--- config.mk ---
export PLATFORM = sky130hd
export DESIGN_NAME = go_back_n_sender_window
export DESIGN_NICKNAME = d
export VERILOG_FILES = /design/src/rtl/core/gbn_pkg.sv /design/src/rtl/core/gbn_in_stage.sv /design/src/rtl/core/gbn_window_core.sv /design/src/rtl/core/gbn_out_stage.sv /design/src/rtl/core/go_back_n_sender_window.sv
export SDC_FILE = /design/constraint.sdc
export NUM_CORES = 1
export LEC_CHECK = 0
export ABC_AREA = 1
export BUFFER_PORTS_ARGS = -buffer_cell sky130_fd_sc_hd__buf_2
export CAP_MARGIN = 10
export CORE_UTILIZATION = 59
export CTS_BUF_LIST = sky130_fd_sc_hd__clkbuf_8
export DETAILED_ROUTE_END_ITERATION = 10
export PLACE_DENSITY = 0.89
export SYNTH_ARGS = -nofsm -noshare
export SYNTH_HDL_FRONTEND = slang
export SYNTH_SLANG_ARGS = --single-unit
--- constraint.sdc ---
create_clock -name i_clk -period 4.1 [get_ports i_clk]
set_clock_uncertainty 0.2 [all_clocks]
set_input_delay 0.205 -clock i_clk [delete_from_list [all_inputs] [get_ports i_clk]]
set_output_delay 0.205 -clock i_clk [all_outputs]
set_load 0.01 [all_outputs]
--- src/rtl/core/gbn_pkg.sv ---
// ----------------------------------------------------------------------------
// gbn_pkg
// Shared types and constants for the go-back-n sender window.
// ----------------------------------------------------------------------------
package gbn_pkg;

    // field widths of the request and result
    localparam int OPCODE_W      = 2;
    localparam int FIELD_W       = 5;
    // widest sequence number the parameters allow (256 entries)
    localparam int MAX_NUM_W     = 8;

    // default window configuration
    localparam int SEQ_SPACE_DEF = 32;
    localparam int WINDOW_DEF    = 16;

    // request operations
    typedef enum logic [OPCODE_W-1:0] {
        OP_SEND    = 2'd0,
        OP_ACK     = 2'd1,
        OP_TIMEOUT = 2'd2
    } t_opcode;

    // one request as held in the input register
    typedef struct packed {
        logic [OPCODE_W-1:0] opcode;
        logic [FIELD_W-1:0]  ack_number;
    } t_item;

    // one result as held in the output register
    typedef struct packed {
        logic               send_granted;
        logic [FIELD_W-1:0] send_number;
        logic [FIELD_W-1:0] window_base;
        logic [FIELD_W-1:0] in_flight;
    } t_result;

endpackage

--- src/rtl/core/gbn_in_stage.sv ---
// ----------------------------------------------------------------------------
// gbn_in_stage
// Input register: captures one request and holds it until the window
// logic moves it on.
// ----------------------------------------------------------------------------
module gbn_in_stage
    import gbn_pkg::*;
(
    input  logic                i_clk,
    input  logic                i_rst_n,
    input  logic                i_valid,
    output logic                o_ready,
    input  logic [OPCODE_W-1:0] i_opcode,
    input  logic [FIELD_W-1:0]  i_ack_number,
    input  logic                i_advance,
    output logic                o_valid,
    output t_item               o_item
);

    logic  r_valid;
    t_item r_item;

    // free when empty or when the held request moves on this cycle
    assign o_ready = !r_valid || i_advance;
    assign o_valid = r_valid;
    assign o_item  = r_item;

    // occupancy flag
    always_ff @(posedge i_clk) begin
        if (!i_rst_n) begin
            r_valid <= 1'b0;
        end else if (o_ready) begin
            r_valid <= i_valid;
        end
    end

    // request payload
    always_ff @(posedge i_clk) begin
        if (i_valid && o_ready) begin
            r_item.opcode     <= i_opcode;
            r_item.ack_number <= i_ack_number;
        end
    end

endmodule

--- src/rtl/core/gbn_window_core.sv ---
// ----------------------------------------------------------------------------
// gbn_window_core
// Window state (next number, base, free bitmap) and the single-pass
// update for one request, with the result it produces.
// ----------------------------------------------------------------------------
module gbn_window_core
    import gbn_pkg::*;
#(
    parameter int SEQ_SPACE = SEQ_SPACE_DEF,
    parameter int WINDOW    = WINDOW_DEF
) (
    input  logic    i_clk,
    input  logic    i_rst_n,
    input  logic    i_fire,
    input  t_item   i_item,
    output t_result o_result
);

    localparam int NUM_W    = $clog2(SEQ_SPACE);
    localparam int ACK_SPAN = 1 << FIELD_W;
    localparam logic [MAX_NUM_W-1:0] WIN_L = MAX_NUM_W'(WINDOW);

    logic [NUM_W-1:0]     r_next;
    logic [NUM_W-1:0]     r_base;
    logic [SEQ_SPACE-1:0] r_free;

    logic [NUM_W-1:0]     n_next;
    logic [NUM_W-1:0]     n_base;
    logic [SEQ_SPACE-1:0] n_free;

    logic [NUM_W-1:0]     w_ack_tab [ACK_SPAN];
    logic [NUM_W-1:0]     w_ack;
    logic [NUM_W-1:0]     w_ack_off;
    logic [NUM_W-1:0]     w_dist;
    logic [SEQ_SPACE-1:0] w_ack_mask;
    logic [SEQ_SPACE-1:0] w_tmo_mask;
    logic                 w_granted;
    logic [NUM_W-1:0]     w_number;

    // circular distance from b forward to a
    function automatic logic [NUM_W-1:0] f_dist(
        input logic [NUM_W-1:0] a,
        input logic [NUM_W-1:0] b
    );
        logic [NUM_W:0] sum;
        sum = {1'b0, a} + (NUM_W+1)'(SEQ_SPACE) - {1'b0, b};
        if (a >= b) begin
            return a - b;
        end
        return sum[NUM_W-1:0];
    endfunction

    // next number around the sequence space
    function automatic logic [NUM_W-1:0] f_inc(input logic [NUM_W-1:0] v);
        if (v == NUM_W'(SEQ_SPACE - 1)) begin
            return '0;
        end
        return v + 1'b1;
    endfunction

    // fit a sequence number to the result field
    function automatic logic [FIELD_W-1:0] f_field(input logic [NUM_W-1:0] v);
        logic [MAX_NUM_W-1:0] wide;
        wide = MAX_NUM_W'(v);
        return wide[FIELD_W-1:0];
    endfunction

    // ack number reduced into the sequence space
    for (genvar k = 0; k < ACK_SPAN; k++) begin : g_ack_tab
        assign w_ack_tab[k] = NUM_W'(k % SEQ_SPACE);
    end

    assign w_ack     = w_ack_tab[i_item.ack_number];
    assign w_ack_off = f_dist(w_ack, r_base);
    assign w_dist    = f_dist(r_next, r_base);

    // per-number span masks for ack and timeout
    for (genvar j = 0; j < SEQ_SPACE; j++) begin : g_mask
        logic [NUM_W-1:0] w_off;
        assign w_off         = f_dist(NUM_W'(j), r_base);
        assign w_ack_mask[j] = (w_off <= w_ack_off);
        assign w_tmo_mask[j] = (MAX_NUM_W'(w_off) < WIN_L);
    end

    // next state for the request at hand
    always_comb begin
        n_next    = r_next;
        n_base    = r_base;
        n_free    = r_free;
        w_granted = 1'b0;
        w_number  = '0;
        case (t_opcode'(i_item.opcode))
            OP_SEND: begin
                if ((MAX_NUM_W'(w_dist) < WIN_L) && r_free[r_next]) begin
                    w_granted      = 1'b1;
                    w_number       = r_next;
                    n_free[r_next] = 1'b0;
                    n_next         = f_inc(r_next);
                end
            end
            OP_ACK: begin
                n_free = r_free | w_ack_mask;
                n_base = f_inc(w_ack);
            end
            OP_TIMEOUT: begin
                n_free = r_free | w_tmo_mask;
                n_next = r_base;
            end
            default: begin
                n_next = r_next;
            end
        endcase
    end

    // result reflects the state after the request
    assign o_result.send_granted = w_granted;
    assign o_result.send_number  = f_field(w_number);
    assign o_result.window_base  = f_field(n_base);
    assign o_result.in_flight    = f_field(f_dist(n_next, n_base));

    // window state
    always_ff @(posedge i_clk) begin
        if (!i_rst_n) begin
            r_next <= '0;
            r_base <= '0;
            r_free <= '1;
        end else if (i_fire) begin
            r_next <= n_next;
            r_base <= n_base;
            r_free <= n_free;
        end
    end

endmodule

--- src/rtl/core/gbn_out_stage.sv ---
// ----------------------------------------------------------------------------
// gbn_out_stage
// Output register: holds one result until the receiver takes it.
// ----------------------------------------------------------------------------
module gbn_out_stage
    import gbn_pkg::*;
(
    input  logic    i_clk,
    input  logic    i_rst_n,
    input  logic    i_valid,
    input  t_result i_result,
    output logic    o_advance,
    output logic    o_valid,
    input  logic    i_ready,
    output t_result o_result
);

    logic    r_valid;
    t_result r_result;

    // room when empty or when the held result leaves this cycle
    assign o_advance = !r_valid || i_ready;
    assign o_valid   = r_valid;
    assign o_result  = r_result;

    // occupancy flag
    always_ff @(posedge i_clk) begin
        if (!i_rst_n) begin
            r_valid <= 1'b0;
        end else if (o_advance) begin
            r_valid <= i_valid;
        end
    end

    // result payload
    always_ff @(posedge i_clk) begin
        if (i_valid && o_advance) begin
            r_result <= i_result;
        end
    end

endmodule

--- src/rtl/core/go_back_n_sender_window.sv ---
// ----------------------------------------------------------------------------
// go_back_n_sender_window
// Sender side of a go-back-n sliding window over numbers 0..SEQ_SPACE-1.
// ----------------------------------------------------------------------------
// Usage:
//   The request channel (i_valid / o_ready) carries an opcode (send, ack,
//   timeout) and a cumulative ack number. Each request yields exactly one
//   result on the result channel (o_valid / i_ready): the grant flag, the
//   granted number, the window base and the in-flight count after it.
//   An accepted request goes through the input register, then the window
//   update, which writes the output register. Throughput is one request per
//   cycle while the receiver does not stall; the window logic is a single
//   pass over the number/base pointers and a SEQ_SPACE-bit free bitmap.
//   When the receiver stalls, the result holds in the output register and
//   one more request waits in the input register; o_ready then drops.
//   Reset clears both pointers to zero, marks every number free in the
//   same cycle and empties both registers.
// ----------------------------------------------------------------------------
module go_back_n_sender_window
    import gbn_pkg::*;
#(
    parameter int SEQ_SPACE = SEQ_SPACE_DEF,
    parameter int WINDOW    = WINDOW_DEF
) (
    input  logic                i_clk,
    input  logic                i_rst_n,
    input  logic                i_valid,
    output logic                o_ready,
    input  logic [OPCODE_W-1:0] i_opcode,
    input  logic [FIELD_W-1:0]  i_ack_number,
    output logic                o_valid,
    input  logic                i_ready,
    output logic                o_send_granted,
    output logic [FIELD_W-1:0]  o_send_number,
    output logic [FIELD_W-1:0]  o_window_base,
    output logic [FIELD_W-1:0]  o_in_flight
);

    logic    w_in_valid;
    t_item   w_item;
    logic    w_advance;
    t_result w_result;
    t_result w_out;

    // input register
    gbn_in_stage u_in (
        .i_clk        (i_clk),
        .i_rst_n      (i_rst_n),
        .i_valid      (i_valid),
        .o_ready      (o_ready),
        .i_opcode     (i_opcode),
        .i_ack_number (i_ack_number),
        .i_advance    (w_advance),
        .o_valid      (w_in_valid),
        .o_item       (w_item)
    );

    // window state and update
    gbn_window_core #(
        .SEQ_SPACE (SEQ_SPACE),
        .WINDOW    (WINDOW)
    ) u_core (
        .i_clk    (i_clk),
        .i_rst_n  (i_rst_n),
        .i_fire   (w_in_valid && w_advance),
        .i_item   (w_item),
        .o_result (w_result)
    );

    // output register
    gbn_out_stage u_out (
        .i_clk     (i_clk),
        .i_rst_n   (i_rst_n),
        .i_valid   (w_in_valid),
        .i_result  (w_result),
        .o_advance (w_advance),
        .o_valid   (o_valid),
        .i_ready   (i_ready),
        .o_result  (w_out)
    );

    assign o_send_granted = w_out.send_granted;
    assign o_send_number  = w_out.send_number;
    assign o_window_base  = w_out.window_base;
    assign o_in_flight    = w_out.in_flight;

`ifndef SYNTHESIS
    // a refused or non-send result carries number zero
    a_no_grant_zero: assert property (@(posedge i_clk) disable iff (!i_rst_n)
        (o_valid && !o_send_granted) |-> (o_send_number == '0))
        else $error("send number set without a grant");

    // an accepted request lands in the input register
    a_accept_held: assert property (@(posedge i_clk) disable iff (!i_rst_n)
        (i_valid && o_ready) |=> w_in_valid)
        else $error("accepted request lost");

    // a stalled request waits unchanged between the two registers
    a_stall_hold: assert property (@(posedge i_clk) disable iff (!i_rst_n)
        (w_in_valid && !w_advance) |=> (w_in_valid && $stable(w_item)))
        else $error("stalled request changed");
`endif

endmodule
-- After elaboration in Yosys (flattened, before gate mapping)
Memories as Yosys holds them, arrays and structs flattened.
Index checks and enable logic that the tools add are counted.
- muxes and demuxes: 126
- reductions and logical operators: 12
- $add $sub $neg: 75
- magnitude comparators: 103
- bitwise gates (word level): 5
- eq/ne operators: 5
- operators by type and width (kind ; count):
    $mux W5 ; 78
    $lt A5 B5 Y1 const B ; 33
    $le A5 B5 Y1 ; 32
    $sub A5 B5 Y5 const A ; 32
    $pmux W32 S3 ; 1
    $ge A5 B5 Y1 const A ; 16
    $sub A4 B5 Y5 const A ; 16
    $or A32 B32 Y32 ; 2
    $mux W1 ; 43
    $ge A4 B5 Y1 const A ; 8
    $sub A3 B5 Y5 const A ; 8
    $and A32 B32 Y32 ; 1
    $mux W32 ; 1
    $not A32 Y32 ; 1
    $sub A5 B5 Y5 ; 6
    $add A5 B1 Y5 const B ; 5
    $ge A3 B5 Y1 const A ; 4
    $sub A1 B5 Y5 const A ; 4
    $sub A2 B5 Y5 const A ; 4
    $ge A5 B5 Y1 ; 3
    $eq A5 B5 Y1 const B ; 2
    $ge A1 B5 Y1 const A ; 2
    $ge A2 B5 Y1 const A ; 2
    $pmux W5 S2 ; 1
    16 further kinds ; 21
- output and inout port bits: 18
- register bits after elaboration: 67
- word-level logic and storage cells: 338
- memories kept: 1
- bits of input ports: 11
- ROM bits: 160
- memories (memory ; depth ; width ; read ports ; clocked after memory_dff ; write ports ; RTL line ; text):
    (name not given) ; 32 ; 5 ; 1 ; 0 ; 0 ; gbn_window_core.sv:73 ; assign w_ack = w_ack_tab[i_item.ack_number];

-- Depth between registers and ports, before layout
- depth after elaboration: 13
- mapped depth: 23
- gate-level depth less buffers: 22

-- By module
From an unflattened synthesis, not the netlist that was laid out.
- cell total of the unflattened synthesis: 879
- area, all modules: 6359.8 sq um
- by module, submodules not included (module ; instances ; sequential area each (sq um) ; area an instance (sq um) ; cells an instance):
    gbn_window_core ; 1 ; 840.8 ; 5559.1 ; 840
    gbn_out_stage ; 1 ; 500.5 ; 531.8 ; 23
    gbn_in_stage ; 1 ; 230.2 ; 261.5 ; 14
    go_back_n_sender_window ; 1 ; 0.0 ; 7.5 ; 2

-- Least setup slack after synthesis
No wires, ideal clock.
- path kind: register to register
- from: register u_core.r_base[1]
- to: register u_core.r_free[15]
- clock period less this slack: 4.377 ns
- arrival: 4.043 ns
- buffers on the path: 1
- library setup time: 0.134 ns
- cell stages (with the launch flop): 14
- data required time: 3.766 ns
- slack: -0.277 ns
- path through: dfxtp_1 -> clkbuf_1 -> inv_1 -> fa_1 -> a21o_1 -> a21oi_1 -> xor2_1 -> ha_1 -> nor2_1 -> o221ai_1 -> nand2_1 -> nor2_1 -> o21ai_0 -> nand3_1
- longest elaborated chain between the ends: 7
- elaborated cells between the ends (all ways): 27
- classes of those cells: 6 x add/sub; 6 x order compare; 1 x eq/ne; 10 x mux; 2 x bitwise; 2 x reduce/logical
- ends and longest elaborated chain (element ; RTL line ; text):
    from (decl) ; gbn_window_core.sv:24 ; logic [NUM_W-1:0] r_base;
    from (signal assigned) ; gbn_window_core.sv:129 ; r_base <= n_base;
    $sub A5 B5 Y5 or $ge A5 B5 Y1 (tied branches) ; gbn_window_core.sv:48, gbn_window_core.sv:47 ;
    $mux W5 or $mux W1 (tied branches) ; gbn_window_core.sv:47 ; if (a >= b) begin
    $mux W5 ; gbn_window_core.sv:50 ; return sum[NUM_W-1:0];
    $lt A5 B5 Y1 ; gbn_window_core.sv:94 ; if ((MAX_NUM_W'(w_dist) < WIN_L) && r_free[r_next]) begin
    $logic_and A1 B1 Y1 ; gbn_window_core.sv:94 ;
    $ne A2 B1 Y1 (no source line) ; n/a ;
    $reduce_and A3 Y1 (no source line) ; n/a ;
    to (signal assigned) ; gbn_window_core.sv:130 ; r_free <= n_free;
    to (decl) ; gbn_window_core.sv:25 ; logic [SEQ_SPACE-1:0] r_free;
Several ways; a longest one is shown, not always the timed one. The select of a mux whose other input is x is not followed.
A chain may end at the register's enable or synchronous reset.

==> reports/qor.txt <==
=====================================================================================
Number of global-route vias before repair                                        5615
Maximum Capacitance Violations                                                      0
Number of cells produced by synthesis                                             875
Data arrival at the endpoint of the critical path                             3.70 ns
Total power per unit cell area                                             382 nW/µm²
Count of boundary I/O pins                                                         29
Yosys warning count                                                                 0
FFs w/ async S/R, synth                                                            0%
Largest net degree at the start of global routing                                  51
Horizontal die dimension                                                       105 µm
Via count                                                                        6156
Deepest clock path buffer count                                                     2
Number of clock sinks seen by CTS                                                  67
Final wirelength                                                              16.2 mm
DP Wirelength                                                                 11.7 mm
Final Setup Violations                                                              0
Ys flop type                                                                  dfxtp_1
Fin. Hold Viols                                                                     0
Mapped cell area                                                             6260 µm²
Area used by sequential logic in the layout                                  1570 µm²
Worst Max-Slew Pin Slew                                                      0.960 ns
Net switching power                                                         0.00109 W
Number of instances in the placed design                                         1019
Post-route setup TNS                                                             0 ns
Sequential cell area fraction in the yosys report                               25.1%
Mapped Nets                                                                       984
Unrepaired setup endpoints after global routing                                    no
Area growth from synthesis to layout                                            8.73%
Total of cells resized after clock tree synthesis                                   0
Standard-cell rows                                                                 37
Global-route usage over all layers                                              30.5%
DRC violations left                                                                 0
Non-filler cells, final                                                          1044
Antenna violations before repair                                                    0
TritonCTS clock tree                                                            built
First element of the critical path                                       u_core.r_base[3]
GRT overflow                                                                        0
Post-synthesis cell type count                                                     39
Fill cells                                                                        867
Seq pwr share                                                                   28.6%
Crit path kind                                                             reg -> reg
Worst vdd ir                                                                 0.310 mV
Worst-Skew Late Latency                                                       0.36 ns
Number of synthesized flops with an enable pin                                     23
Layout cells sized above 1                                                      8.48%
Number of H-tree branching levels                                                   3
Min-Delay Startpoint                                                          i_rst_n
Count of routing violations after the opening detailed-route iteration            472
Crit Reg-Reg Startpoint                                                  u_core.r_base[3]
Vias per cell                                                                    5.90
Synthesized flop and latch total                                                   67
Fraction of the cycle the final worst path needs                                92.2%
Worst Path Required                                                           4.02 ns
Global-route wire length before repair                                        26.7 mm
Count of nets after finishing                                                    1012
Die Height                                                                     105 µm
Sw Ratio                                                                        41.7%
Post-route ant nets                                                                 0
Final total power                                                           0.00260 W
Type of element launching the critical path                                  register
Clock slew at reported path FFs                                               0.08 ns
Placeable core region                                                       10300 µm²
Clock root cell                                                              clkbuf_8
Count of buffers inserted at the top-level ports                                   28
Fraction of power consumed by combinational cells                               48.3%
Hold buffer count at CTS                                                            9
Clock period minus final worst setup slack                                    3.78 ns
Starting Density                                                                60.7%
CP endpoint kind                                                             register
Area of the die                                                             11000 µm²
Crit path to                                                             u_out.o_result[4]
Worst setup slack for register-to-register paths                              0.32 ns
Share of total power in the clock network                                       23.1%
Leakage                                                                       3.46 nW
Critical-path maximum fanout                                                       13
Routed length per instance                                                    15.5 µm
Peak clock frequency supported by timing                                      265 MHz
TritonCTS Buffers                                                                   9
Number of buffers added for setup after CTS                                         0
Footprint of the multi-input gates                                           4010 µm²
Status                                                                   finished, final reports clean
Hold Path Class                                                             in -> reg
Number of detailed-route iterations in the first pass                               5
Final estimated routing congestion in global placement                          0.934
Average footprint of a synthesized cell                                      7.16 µm²
R2R cell count                                                                     19
Final antenna diode count                                                           0
Cell-internal power                                                         0.00152 W
RR Endpoint                                                              u_out.o_result[4]
Max Transition Viols Final                                                          0
Max-Slew Margin vs Limit                                                        35.5%
=====================================================================================
synth_stat cells, drive strengths merged (16+ instances only):
cell	n	area, µm²
inv	139	522
nand2	120	483
ha	97	1210
o21ai	89	445
nor2	85	332
nand3	64	338
a21oi	58	294
dfxtp	44	881
edfxtp	23	691
nand4	22	138
o21bai	19	143
buf	17	109
xor2	16	140
logic make-up after synthesis:
group / share of synthesized area (%)
XOR/XNOR: 3.36
adder cells (fa/ha/maj): 19.7
flip-flops: 25.1
AND/OR/NAND/NOR: 21.6
AO/OA/AOI/OAI: 19.2
buffers and inverters: 11.0
routing by layer:
metal | global-route usage, % | routed length, µm
met1 | 38.5 | 6840
met2 | 50.6 | 7540
met3 | 4.43 | 1180
met4 | 15.6 | 661
met5 | 0 | 0
power groups by stage:
stage                     combinational (W)  clock, W  sequential (W)
after floorplan                    0.000912         0        0.000756
after global placement              0.00117         0        0.000757
after detailed placement            0.00122         0        0.000757
after CTS                           0.00123  0.000601        0.000742
after global routing                0.00142  0.000630        0.000745
final                               0.00126  0.000601        0.000743
final cells by class:
| class | count | share of cell area (%) |
|---|---|---|
| multi-input combinational | 636 | 58.9 |
| sequential | 67 | 23.1 |
| inverter | 142 | 7.83 |
| timing repair buffer | 47 | 4.67 |
| tap | 136 | 2.50 |
| clock buffer | 9 | 1.82 |
| clock inverter | 7 | 1.25 |
placed cells by master, fill, tap and decap left out, drive strengths merged, types with 11 or more instances in the layout:
master,instances
inv,141
nand2,120
ha,97
o21ai,89
nor2,85
nand3,64
a21oi,58
dfxtp,44
buf,38
edfxtp,23
nand4,22
o21bai,19
xor2,16
a21o,13
a31oi,11
critical path, cell delays in order, from the launching register on:
cell and delay (ns):
dfxtp_1 0.66, clkinv_1 0.36, ha_1 0.40, a21oi_1 0.25, nand2_1 0.11, nand2_1 0.08
nand2_1 0.10, nand3_4 0.13, inv_1 0.08, nand3_1 0.07, o21ai_0 0.11, a21oi_1 0.27
ha_1 0.27, inv_1 0.08, nand3_2 0.08, nand2_2 0.07, nand2_1 0.08, nand2_1 0.05
nand2_1 0.06, nand2_1 0.05
registers in the layout (all words and copies together), names as in the netlist:
register and cells:
u_core.r_base 5, u_in.o_valid 1, u_core.r_next 5, u_out.o_result 16, u_core.r_free 32, u_out.o_valid 1
u_in.o_item 7
worst min path at each step:
stage	slack, ns	endpoint	cells past startpoint
2_1_floorplan	0.10	u_in.o_item[0]	0
3_3_place_gp	0.18	u_in.o_item[2]	1
3_5_place_dp	0.18	u_in.o_item[6]	1
4_1_cts	0.19	u_core.r_free[1]	2
5_1_grt	0.21	u_core.r_free[3]	2
6_report	0.21	u_core.r_free[3]	2
metrics by stage:
step                cell area (µm²)  hold slack [ns]  util (%)  setup slack [ns]
floorplan                      6270            0.104         -             0.281
global placement               6510            0.181      63.1             0.533
detailed placement             6510            0.183      63.1             0.406
CTS                            6810            0.187      66.0             0.382
global route                   6810            0.208      66.0           0.00391
finish                         6810            0.213      66.0             0.320
Power figures use the tool's default switching activity.
